### src/hw/rtl/hts_pkg.sv
package hts_pkg;

  localparam int CFG_INDEX_W = 2;
  localparam int CFG_DATA_W  = 6;
  localparam int TEMP_W      = 12;
  localparam int THR_W       = 6;
  localparam int FILT_W      = 4;
  localparam int STREAK_W    = 8;
  localparam int COUNT_W     = 16;

  typedef enum logic [CFG_INDEX_W-1:0] {
    CFG_AUTO_ENABLE   = 2'd0,
    CFG_ON_THRESHOLD  = 2'd1,
    CFG_OFF_THRESHOLD = 2'd2,
    CFG_FILT_LEN      = 2'd3
  } cfg_index_t;

  localparam logic              RST_AUTO_ENABLE   = 1'b0;
  localparam logic [THR_W-1:0]  RST_ON_THRESHOLD  = 6'd28;
  localparam logic [THR_W-1:0]  RST_OFF_THRESHOLD = 6'd26;
  localparam logic [FILT_W-1:0] RST_FILT_LEN      = 4'd3;

  localparam logic [STREAK_W-1:0] STREAK_MAX = '1;

  localparam logic CMD_SAMPLE = 1'b0;
  localparam logic CMD_CLEAR  = 1'b1;

  typedef struct packed {
    logic              auto_enable;
    logic [THR_W-1:0]  on_threshold;
    logic [THR_W-1:0]  off_threshold;
    logic [FILT_W-1:0] filt_len;
  } cfg_t;

  typedef struct packed {
    logic                     cmd;
    logic signed [TEMP_W-1:0] temp_tenths;
    logic                     tx_ok;
  } item_t;

  typedef struct packed {
    logic                send_valid;
    logic                send_power;
    logic                power_state;
    logic [COUNT_W-1:0]  on_total;
    logic [COUNT_W-1:0]  off_total;
    logic [STREAK_W-1:0] streak_shown;
  } result_t;

  // whole degrees to tenths, as a signed value wide enough to compare with a sample
  function automatic logic signed [TEMP_W:0] to_tenths(input logic [THR_W-1:0] thr);
    logic [TEMP_W:0] x;
    x = TEMP_W'(thr) * (TEMP_W+1)'(10);
    return $signed(x);
  endfunction

  function automatic logic [STREAK_W-1:0] sat_inc(input logic [STREAK_W-1:0] v);
    return (v == STREAK_MAX) ? STREAK_MAX : v + STREAK_W'(1);
  endfunction

endpackage

### src/hw/rtl/hts_ifs.sv
interface hts_sample_if;
  import hts_pkg::*;
  logic                     valid;
  logic                     ready;
  logic                     cmd;
  logic signed [TEMP_W-1:0] temp_tenths;
  logic                     tx_ok;

  modport source(output valid, cmd, temp_tenths, tx_ok, input ready);
  modport sink(input valid, cmd, temp_tenths, tx_ok, output ready);
endinterface

interface hts_result_if;
  import hts_pkg::*;
  logic                valid;
  logic                ready;
  logic                send_valid;
  logic                send_power;
  logic                power_state;
  logic [COUNT_W-1:0]  on_total;
  logic [COUNT_W-1:0]  off_total;
  logic [STREAK_W-1:0] streak_shown;

  modport source(output valid, send_valid, send_power, power_state, on_total, off_total,
                 streak_shown, input ready);
  modport sink(input valid, send_valid, send_power, power_state, on_total, off_total,
               streak_shown, output ready);
endinterface

### src/hw/rtl/hts_cfg_regs.sv
module hts_cfg_regs
  import hts_pkg::*;
(
  input  logic                   clk,
  input  logic                   rst,
  input  logic                   cfg_we,
  input  logic [CFG_INDEX_W-1:0] cfg_index,
  input  logic [CFG_DATA_W-1:0]  cfg_data,
  output cfg_t                   cfg
);

  always_ff @(posedge clk) begin
    if (rst) begin
      cfg.auto_enable   <= RST_AUTO_ENABLE;
      cfg.on_threshold  <= RST_ON_THRESHOLD;
      cfg.off_threshold <= RST_OFF_THRESHOLD;
      cfg.filt_len      <= RST_FILT_LEN;
    end else if (cfg_we) begin
      unique case (cfg_index_t'(cfg_index))
        CFG_AUTO_ENABLE:   cfg.auto_enable   <= cfg_data[0];
        CFG_ON_THRESHOLD:  cfg.on_threshold  <= cfg_data[THR_W-1:0];
        CFG_OFF_THRESHOLD: cfg.off_threshold <= cfg_data[THR_W-1:0];
        CFG_FILT_LEN:      cfg.filt_len      <= cfg_data[FILT_W-1:0];
        default: ;
      endcase
    end
  end

endmodule

### src/hw/rtl/hts_in_reg.sv
module hts_in_reg
  import hts_pkg::*;
(
  input  logic         clk,
  input  logic         rst,
  hts_sample_if.sink   sample,
  input  logic         take,
  output logic         item_valid,
  output item_t        item
);

  // no word is taken while reset is held
  assign sample.ready = !rst && (!item_valid || take);

  always_ff @(posedge clk) begin
    if (rst) begin
      item_valid <= 1'b0;
    end else if (sample.ready) begin
      item_valid <= sample.valid;
    end
  end

  always_ff @(posedge clk) begin
    if (sample.valid && sample.ready) begin
      item.cmd         <= sample.cmd;
      item.temp_tenths <= sample.temp_tenths;
      item.tx_ok       <= sample.tx_ok;
    end
  end

endmodule

### src/hw/rtl/hts_core.sv
module hts_core
  import hts_pkg::*;
(
  input  logic         clk,
  input  logic         rst,
  input  cfg_t         cfg,
  input  logic         item_valid,
  input  item_t        item,
  output logic         take,
  hts_result_if.source result
);

  logic [STREAK_W-1:0] on_streak, on_streak_next;
  logic [STREAK_W-1:0] off_streak, off_streak_next;
  logic                power_on, power_on_next;
  logic [COUNT_W-1:0]  on_counter, on_counter_next;
  logic [COUNT_W-1:0]  off_counter, off_counter_next;
  logic                res_valid;
  result_t             res, res_next;

  logic [FILT_W-1:0]        need;
  logic signed [TEMP_W:0]   temp_x;
  logic signed [TEMP_W:0]   on_lim, off_lim;
  logic [STREAK_W-1:0]      on_inc, off_inc;

  assign take = item_valid && (!res_valid || result.ready);

  assign need    = (cfg.filt_len == '0) ? FILT_W'(1) : cfg.filt_len;
  assign temp_x  = (TEMP_W+1)'(item.temp_tenths);
  assign on_lim  = to_tenths(cfg.on_threshold);
  assign off_lim = to_tenths(cfg.off_threshold);
  assign on_inc  = sat_inc(on_streak);
  assign off_inc = sat_inc(off_streak);

  always_comb begin
    on_streak_next   = on_streak;
    off_streak_next  = off_streak;
    power_on_next    = power_on;
    on_counter_next  = on_counter;
    off_counter_next = off_counter;
    res_next.send_valid = 1'b0;
    res_next.send_power = 1'b0;

    if (item.cmd == CMD_CLEAR) begin
      on_streak_next   = '0;
      off_streak_next  = '0;
      on_counter_next  = '0;
      off_counter_next = '0;
    end else if (cfg.auto_enable) begin
      // on side wins when the thresholds overlap
      priority if (temp_x > on_lim) begin
        on_streak_next  = on_inc;
        off_streak_next = '0;
        if (on_inc >= STREAK_W'(need) && !power_on) begin
          res_next.send_valid = 1'b1;
          res_next.send_power = 1'b1;
          on_streak_next      = '0;
          if (item.tx_ok) begin
            power_on_next   = 1'b1;
            on_counter_next = on_counter + COUNT_W'(1);
          end
        end
      end else if (temp_x < off_lim) begin
        off_streak_next = off_inc;
        on_streak_next  = '0;
        if (off_inc >= STREAK_W'(need) && power_on) begin
          res_next.send_valid = 1'b1;
          off_streak_next     = '0;
          if (item.tx_ok) begin
            power_on_next    = 1'b0;
            off_counter_next = off_counter + COUNT_W'(1);
          end
        end
      end else begin
        on_streak_next  = '0;
        off_streak_next = '0;
      end
    end

    res_next.power_state  = power_on_next;
    res_next.on_total     = on_counter_next;
    res_next.off_total    = off_counter_next;
    res_next.streak_shown = (on_streak_next > off_streak_next) ? on_streak_next
                                                                : off_streak_next;
  end

  always_ff @(posedge clk) begin
    if (rst) begin
      on_streak   <= '0;
      off_streak  <= '0;
      power_on    <= 1'b0;
      on_counter  <= '0;
      off_counter <= '0;
      res_valid   <= 1'b0;
    end else begin
      if (take) begin
        on_streak   <= on_streak_next;
        off_streak  <= off_streak_next;
        power_on    <= power_on_next;
        on_counter  <= on_counter_next;
        off_counter <= off_counter_next;
        res_valid   <= 1'b1;
      end else if (result.ready) begin
        res_valid <= 1'b0;
      end
    end
  end

  always_ff @(posedge clk) begin
    if (take) begin
      res <= res_next;
    end
  end

  assign result.valid        = res_valid;
  assign result.send_valid   = res.send_valid;
  assign result.send_power   = res.send_power;
  assign result.power_state  = res.power_state;
  assign result.on_total     = res.on_total;
  assign result.off_total    = res.off_total;
  assign result.streak_shown = res.streak_shown;

endmodule

### src/hw/rtl/hysteresis_thermostat_filtered.sv
// An accepted sample word passes through the input register, then the result register,
// before its result word appears. One word per cycle while result.ready is held; the
// streak and counter update is combinational logic ahead of the result register.
// Reset (rst, synchronous): streaks, counters and power state clear, registers take
// auto_enable 0, on 28, off 26, filter 3; no word is held in either stage.
module hysteresis_thermostat_filtered
  import hts_pkg::*;
(
  input  logic                   clk,
  input  logic                   rst,
  hts_sample_if.sink             sample,
  hts_result_if.source           result,
  input  logic                   cfg_we,
  input  logic [CFG_INDEX_W-1:0] cfg_index,
  input  logic [CFG_DATA_W-1:0]  cfg_data
);

  cfg_t  cfg;
  logic  take;
  logic  item_valid;
  item_t item;

  hts_cfg_regs u_cfg (
    .clk       (clk),
    .rst       (rst),
    .cfg_we    (cfg_we),
    .cfg_index (cfg_index),
    .cfg_data  (cfg_data),
    .cfg       (cfg)
  );

  hts_in_reg u_in (
    .clk        (clk),
    .rst        (rst),
    .sample     (sample),
    .take       (take),
    .item_valid (item_valid),
    .item       (item)
  );

  hts_core u_core (
    .clk        (clk),
    .rst        (rst),
    .cfg        (cfg),
    .item_valid (item_valid),
    .item       (item),
    .take       (take),
    .result     (result)
  );

endmodule
### src/flat_wrapper.sv
// flat-port wrapper written by rule: the top's interface ports become plain ports
module hysteresis_thermostat_filtered_flat import hts_pkg::*;
  (clk, rst, cfg_we, cfg_index, cfg_data, sample_valid, sample_cmd, sample_temp_tenths, sample_tx_ok, sample_ready, result_valid, result_send_valid, result_send_power, result_power_state, result_on_total, result_off_total, result_streak_shown, result_ready);
  hts_sample_if sample_i ();
  hts_result_if result_i ();
  input  logic clk;
  input  logic rst;
  input  logic cfg_we;
  input  logic [CFG_INDEX_W-1:0] cfg_index;
  input  logic [CFG_DATA_W-1:0] cfg_data;
  input wire logic [$bits(sample_i.valid)-1:0] sample_valid;
  input wire logic [$bits(sample_i.cmd)-1:0] sample_cmd;
  input wire logic [$bits(sample_i.temp_tenths)-1:0] sample_temp_tenths;
  input wire logic [$bits(sample_i.tx_ok)-1:0] sample_tx_ok;
  output wire logic [$bits(sample_i.ready)-1:0] sample_ready;
  output wire logic [$bits(result_i.valid)-1:0] result_valid;
  output wire logic [$bits(result_i.send_valid)-1:0] result_send_valid;
  output wire logic [$bits(result_i.send_power)-1:0] result_send_power;
  output wire logic [$bits(result_i.power_state)-1:0] result_power_state;
  output wire logic [$bits(result_i.on_total)-1:0] result_on_total;
  output wire logic [$bits(result_i.off_total)-1:0] result_off_total;
  output wire logic [$bits(result_i.streak_shown)-1:0] result_streak_shown;
  input wire logic [$bits(result_i.ready)-1:0] result_ready;
  assign sample_i.valid = sample_valid;
  assign sample_i.cmd = sample_cmd;
  assign sample_i.temp_tenths = sample_temp_tenths;
  assign sample_i.tx_ok = sample_tx_ok;
  assign sample_ready = sample_i.ready;
  assign result_valid = result_i.valid;
  assign result_send_valid = result_i.send_valid;
  assign result_send_power = result_i.send_power;
  assign result_power_state = result_i.power_state;
  assign result_on_total = result_i.on_total;
  assign result_off_total = result_i.off_total;
  assign result_streak_shown = result_i.streak_shown;
  assign result_i.ready = result_ready;
  hysteresis_thermostat_filtered u_core (.clk(clk), .rst(rst), .sample(sample_i), .result(result_i), .cfg_we(cfg_we), .cfg_index(cfg_index), .cfg_data(cfg_data));
endmodule
### config.mk
export PLATFORM = sky130hd
export DESIGN_NAME = hysteresis_thermostat_filtered_flat
export DESIGN_NICKNAME = d
export VERILOG_FILES = /design/src/hw/rtl/hts_pkg.sv /design/src/hw/rtl/hts_ifs.sv /design/src/hw/rtl/hts_cfg_regs.sv /design/src/hw/rtl/hts_in_reg.sv /design/src/hw/rtl/hts_core.sv /design/src/hw/rtl/hysteresis_thermostat_filtered.sv /design/src/flat_wrapper.sv
export SDC_FILE = /design/constraint.sdc
export NUM_CORES = 1
export LEC_CHECK = 0
export BUFFER_PORTS_ARGS = -buffer_cell sky130_fd_sc_hd__buf_2
export CAP_MARGIN = 20
export CORE_ASPECT_RATIO = 1.1
export CORE_MARGIN = 2
export CORE_UTILIZATION = 30
export CTS_CLUSTER_DIAMETER = 50
export DETAILED_ROUTE_END_ITERATION = 8
export GPL_ROUTABILITY_DRIVEN = 0
export GPL_TIMING_DRIVEN = 0
export HOLD_SLACK_MARGIN = 0.02
export PLACE_DENSITY = 0.56
export SLEW_MARGIN = 20
export SYNTH_ARGS = -nofsm -noshare
export SYNTH_HDL_FRONTEND = slang
export SYNTH_SLANG_ARGS = --single-unit
### constraint.sdc
create_clock -name clk -period 12.7 [get_ports clk]
set_input_delay 2.54 -clock clk [delete_from_list [all_inputs] [get_ports clk]]
set_output_delay 2.54 -clock clk [all_outputs]
set_load 0.01 [all_outputs]
==> summary.txt <==
Clocking
  • Num CTS Buffers: 17
  • Worst-path clk slew: 0.06 ns
  • CTS resizes: 0
  • Clk root buf: clkbuf_16
  • Skew-Pair Late Insertion Delay: 0.42 ns
  • H-tree levels: 4
  • CTS hold repair buffers: 0
  • TritonCTS clock tree: built
  • CTS sink cnt: 125
  • Setup repair bufs after CTS: 0
  • Clk buf depth: 2

Floorplan
  • Chip width: 155 um
  • Row Count: 60
  • Die area: 26500 um2
  • Initial core utilization: 0.307
  • Io pins: 72
  • Core ar.: 24600 um2
  • Die Y: 171 um

STA
  • Final hold vios: 0
  • Setup-failing EPs final: 0
  • Slew @ Worst Pin: 0.988 ns
  • FMAX: 0.153 GHz
  • Layout Skew: 0.00872 ns
  • Final min period: 6.53 ns
  • Period utilization: 0.514
  • RSZ-0062 raised after global routing: false
  • Sum Neg Setup Slack: 0 ns
  • Slew Viols, Final: 0
  • Slew margin rel.: 0.334

Final layout
  • Fillers: 2541
  • Final Cell Area: 8890 um2
  • Area grow syn2layout: 17.6%
  • Share of layout cells above drive strength 1: 0.139
  • Nets@finish: 1012
  • Diode count: 0

Critical path
  • CP Class: reg2reg
  • Startpoint types: flop
  • Crit path buf inv count: 0
  • Crit-path most repeated cell: ha_1
  • Worst Path Max Fanout: 9
  • Worst setup EP type: flop
  • R2r setup slk: 6.17 ns
  • CP Data Arrival Time: 6.70 ns
  • Critical-path top delay cell: o21ai_0
  • Crit-path cells: ha_1 > ha_1 > a21o_1 > a21oi_1 > xor2_1 > ha_1 > nand4_1 > or4b_4 > o31ai_4 > o211ai_2 > a211oi_1 > a22oi_1 > or2_2 > ha_1 > nor2b_1 > o21ai_0 > a21oi_1 > o21ai_0 > a311oi_1 > a31o_2
  • Critical Path Max Stage Delay: 0.79 ns
  • Cell family with the largest share of critical-path delay: compound AO/OA/AOI/OAI gates
  • Critical R2R Capture: u_core.u_core.result.streak_shown[5]
  • Worst Reg-to-Reg Cells: 20
  • Reg-to-reg critical path startpoint: u_core.u_cfg.cfg[12]
  • WP data required: 12.87 ns

GRT
  • Largest net degree at the start of global routing: 42
  • Antenna violations before repair: 0
  • First-pass GRT wire length: 34200 um
  • Number of global-route vias before repair: 6365
  • Global Route Usage Sum: 0.164
  • GRT overflow: 0

Synth
  • EDFF count, synth: 57
  • Synth Instances: 840
  • Library cells used by synthesis: 69
  • Yosys warning total: 0
  • Ys flop type: dfxtp_1
  • Synthesis-stage register bit count: 125
  • Synth Net Count: 922
  • Synth Area per Inst: 9.00 um2
  • Async set-reset flop share out of synthesis: 0
  • Cell Area, Synth: 7560 um2
  • Register area share after synthesis: 0.406

Detailed routing
  • Via count: 6806
  • Vias/cell: 5.43
  • Drt drc: 0
  • Detailed Route WL: 21200 um
  • Final ANT Viol Nets: 0
  • First DRT Iteration DRCs: 506
  • Drt first pass iters: 5
  • WL/cell: 16.9 um

Power
  • Pleak: 3.33 nW
  • Seq pwr share: 0.434
  • Sw Pwr: 253 uW
  • Power per standard cell area: 113 nW/um2
  • Clock Power Share: 0.478
  • Switching part of the total: 0.252
  • PnR Total Power: 1.00 mW
  • Max VDD drop: 0.0775 mV
  • Logic pwr share: 0.089
  • Int Power: 750 uW

Status
  • Run status: finished, final reports clean

Worst hold path
  • Hold crit path type: reg2reg
  • Hold Path Stages: 2
  • Hold path start: u_core.u_cfg.cfg[0]
  • Hold worst-path end: u_core.u_cfg.cfg[0]

Run
  • Max Cap Viol: 0

Placed design
  • Port Buf Inserts: 70
  • Placement Cell Area: 8320 um2
  • HPWL after DPL: 15500 um
## worst max path at each step
stage	from	endpoint	slack, ns	cells past startpoint
floorplan	rst	sample_ready	7.25	2
global placement	result_ready	u_core.u_core.on_streak[3]	5.77	10
detailed placement	u_core.u_cfg.cfg[12]	u_core.u_core.result.streak_shown[5]	6.34	20
CTS	u_core.u_cfg.cfg[12]	u_core.u_core.result.streak_shown[5]	6.32	20
global route	u_core.u_cfg.cfg[14]	u_core.u_core.result.streak_shown[5]	5.94	20
finish	u_core.u_cfg.cfg[12]	u_core.u_core.result.streak_shown[5]	6.17	20
## registers in the layout, summed over array words and instances, names as in the netlist
name,cells
u_core.u_in.item,14
u_core.u_in.item_valid,1
u_core.u_core.result.send_valid,1
u_core.u_core.power_on,1
u_core.u_core.result.power_state,1
u_core.u_core.off_counter,16
u_core.u_core.result.streak_shown,8
u_core.u_core.on_streak,8
u_core.u_core.result.send_power,1
u_core.u_core.result.off_total,16
u_core.u_core.result.valid,1
u_core.u_core.on_counter,16
u_core.u_core.result.on_total,16
u_core.u_core.off_streak,8
u_core.u_cfg.cfg,17
## area by class of cell
type	count	area (um2)	share of cell area
multi-input cells	632	4170	0.468
clock buffers	18	429	0.0482
inverters	34	129	0.0145
repair buffers	71	370	0.0416
plain buffers	49	194	0.0218
flip-flops and latches	125	3070	0.345
clock inverters	14	145	0.0163
well taps	310	388	0.0436
## cells by family (layout without fill, tap and decap cells)
kind of cell	after synthesis	count (layout)	synth area share
and+or+nand+nor	308	308	0.208
buffers and inverters	83	186	0.0425
xor gates and xnor gates	22	22	0.0255
adders and majority gates	55	55	0.0930
DFF	125	125	0.406
AOI/OAI and AO/OA	233	233	0.206
muxes	14	14	0.0190
## power groups by stage
stage	combinational (mW)	sequential, mW	clock, mW
6_report	0.0889	0.435	0.479
5_1_grt	0.0993	0.436	0.506
3_3_place_gp	0.0866	0.444	0
2_1_floorplan	0.0542	0.446	0
3_5_place_dp	0.0885	0.444	0
4_1_cts	0.0893	0.435	0.488
## cell usage after synthesis (all sizes together), types with 4 or more instances
library cell	number	area [um2]
a21oi	61	305
a211o	4	35.0
o21ai	44	220
a31o	5	43.8
dfxtp	68	1360
or2	9	56.3
o211ai	13	103
nand4	17	106
xnor2	4	35.0
and3	14	87.6
nor2b	8	50.1
or3	23	144
o31ai	7	66.3
nor2	60	225
nand3b	4	30.0
or4	10	75.1
edfxtp	57	1710
nand2	79	297
a211oi	6	45.0
and2	9	56.3
clkbuf	39	146
a31oi	29	181
mux2i	11	110
inv	31	116
and4	9	78.8
a21o	12	90.1
nor3	7	35.0
xor2	18	158
nand2b	10	62.6
ha	53	663
buf	10	47.5
nand3	42	210
a22oi	7	52.6
## worst min-delay path: cells and delay by family (launching register included)
kind             cells  cell delay [ns]
flip-flops           1             0.33
multiplexers         1             0.07
AND/OR/NAND/NOR      1             0.06
## per-layer routing
layer	up-vias	GRT usage	routed length, um
met5	-	0	0
met2	204	0.271	10100
li1	3348	-	-
met1	3222	0.211	9570
met3	32	0.0352	1040
met4	0	0.0618	528
## cells in the final DEF (no fill, tap or decap), types with 4 or more instances in the layout
cell type,n
a211o_1,4
a211oi_1,6
a21o_1,12
a21oi_1,61
a22oi_1,7
a31o_2,5
a31oi_1,29
and2_1,9
and3_1,14
and4_1,9
buf_1,4
buf_2,75
clkbuf_1,40
clkbuf_16,17
clkinv_2,4
dfxtp_1,68
edfxtp_1,57
ha_1,53
inv_1,31
mux2i_1,11
nand2_1,79
nand2b_1,10
nand3_1,42
nand3b_1,4
nand4_1,17
nor2_1,60
nor2b_1,8
nor3_1,7
o211ai_1,12
o21ai_0,44
o31ai_1,6
or2_2,9
or3_1,23
or4_1,10
xnor2_1,4
xor2_1,18
## per-stage QoR
step / hold slack (ns) / std cells / utilization / worst slack (ns)
floorplan: 0.445 / 840 / - / 7.25
global placement: 0.458 / 1220 / 0.337 / 5.77
detailed placement: 0.464 / 1221 / 0.338 / 6.34
CTS: 0.479 / 1253 / 0.361 / 6.32
global route: 0.527 / 1253 / 0.361 / 5.94
finish: 0.482 / 1253 / 0.361 / 6.17
No activity file was read; power rests on OpenSTA's default activity.
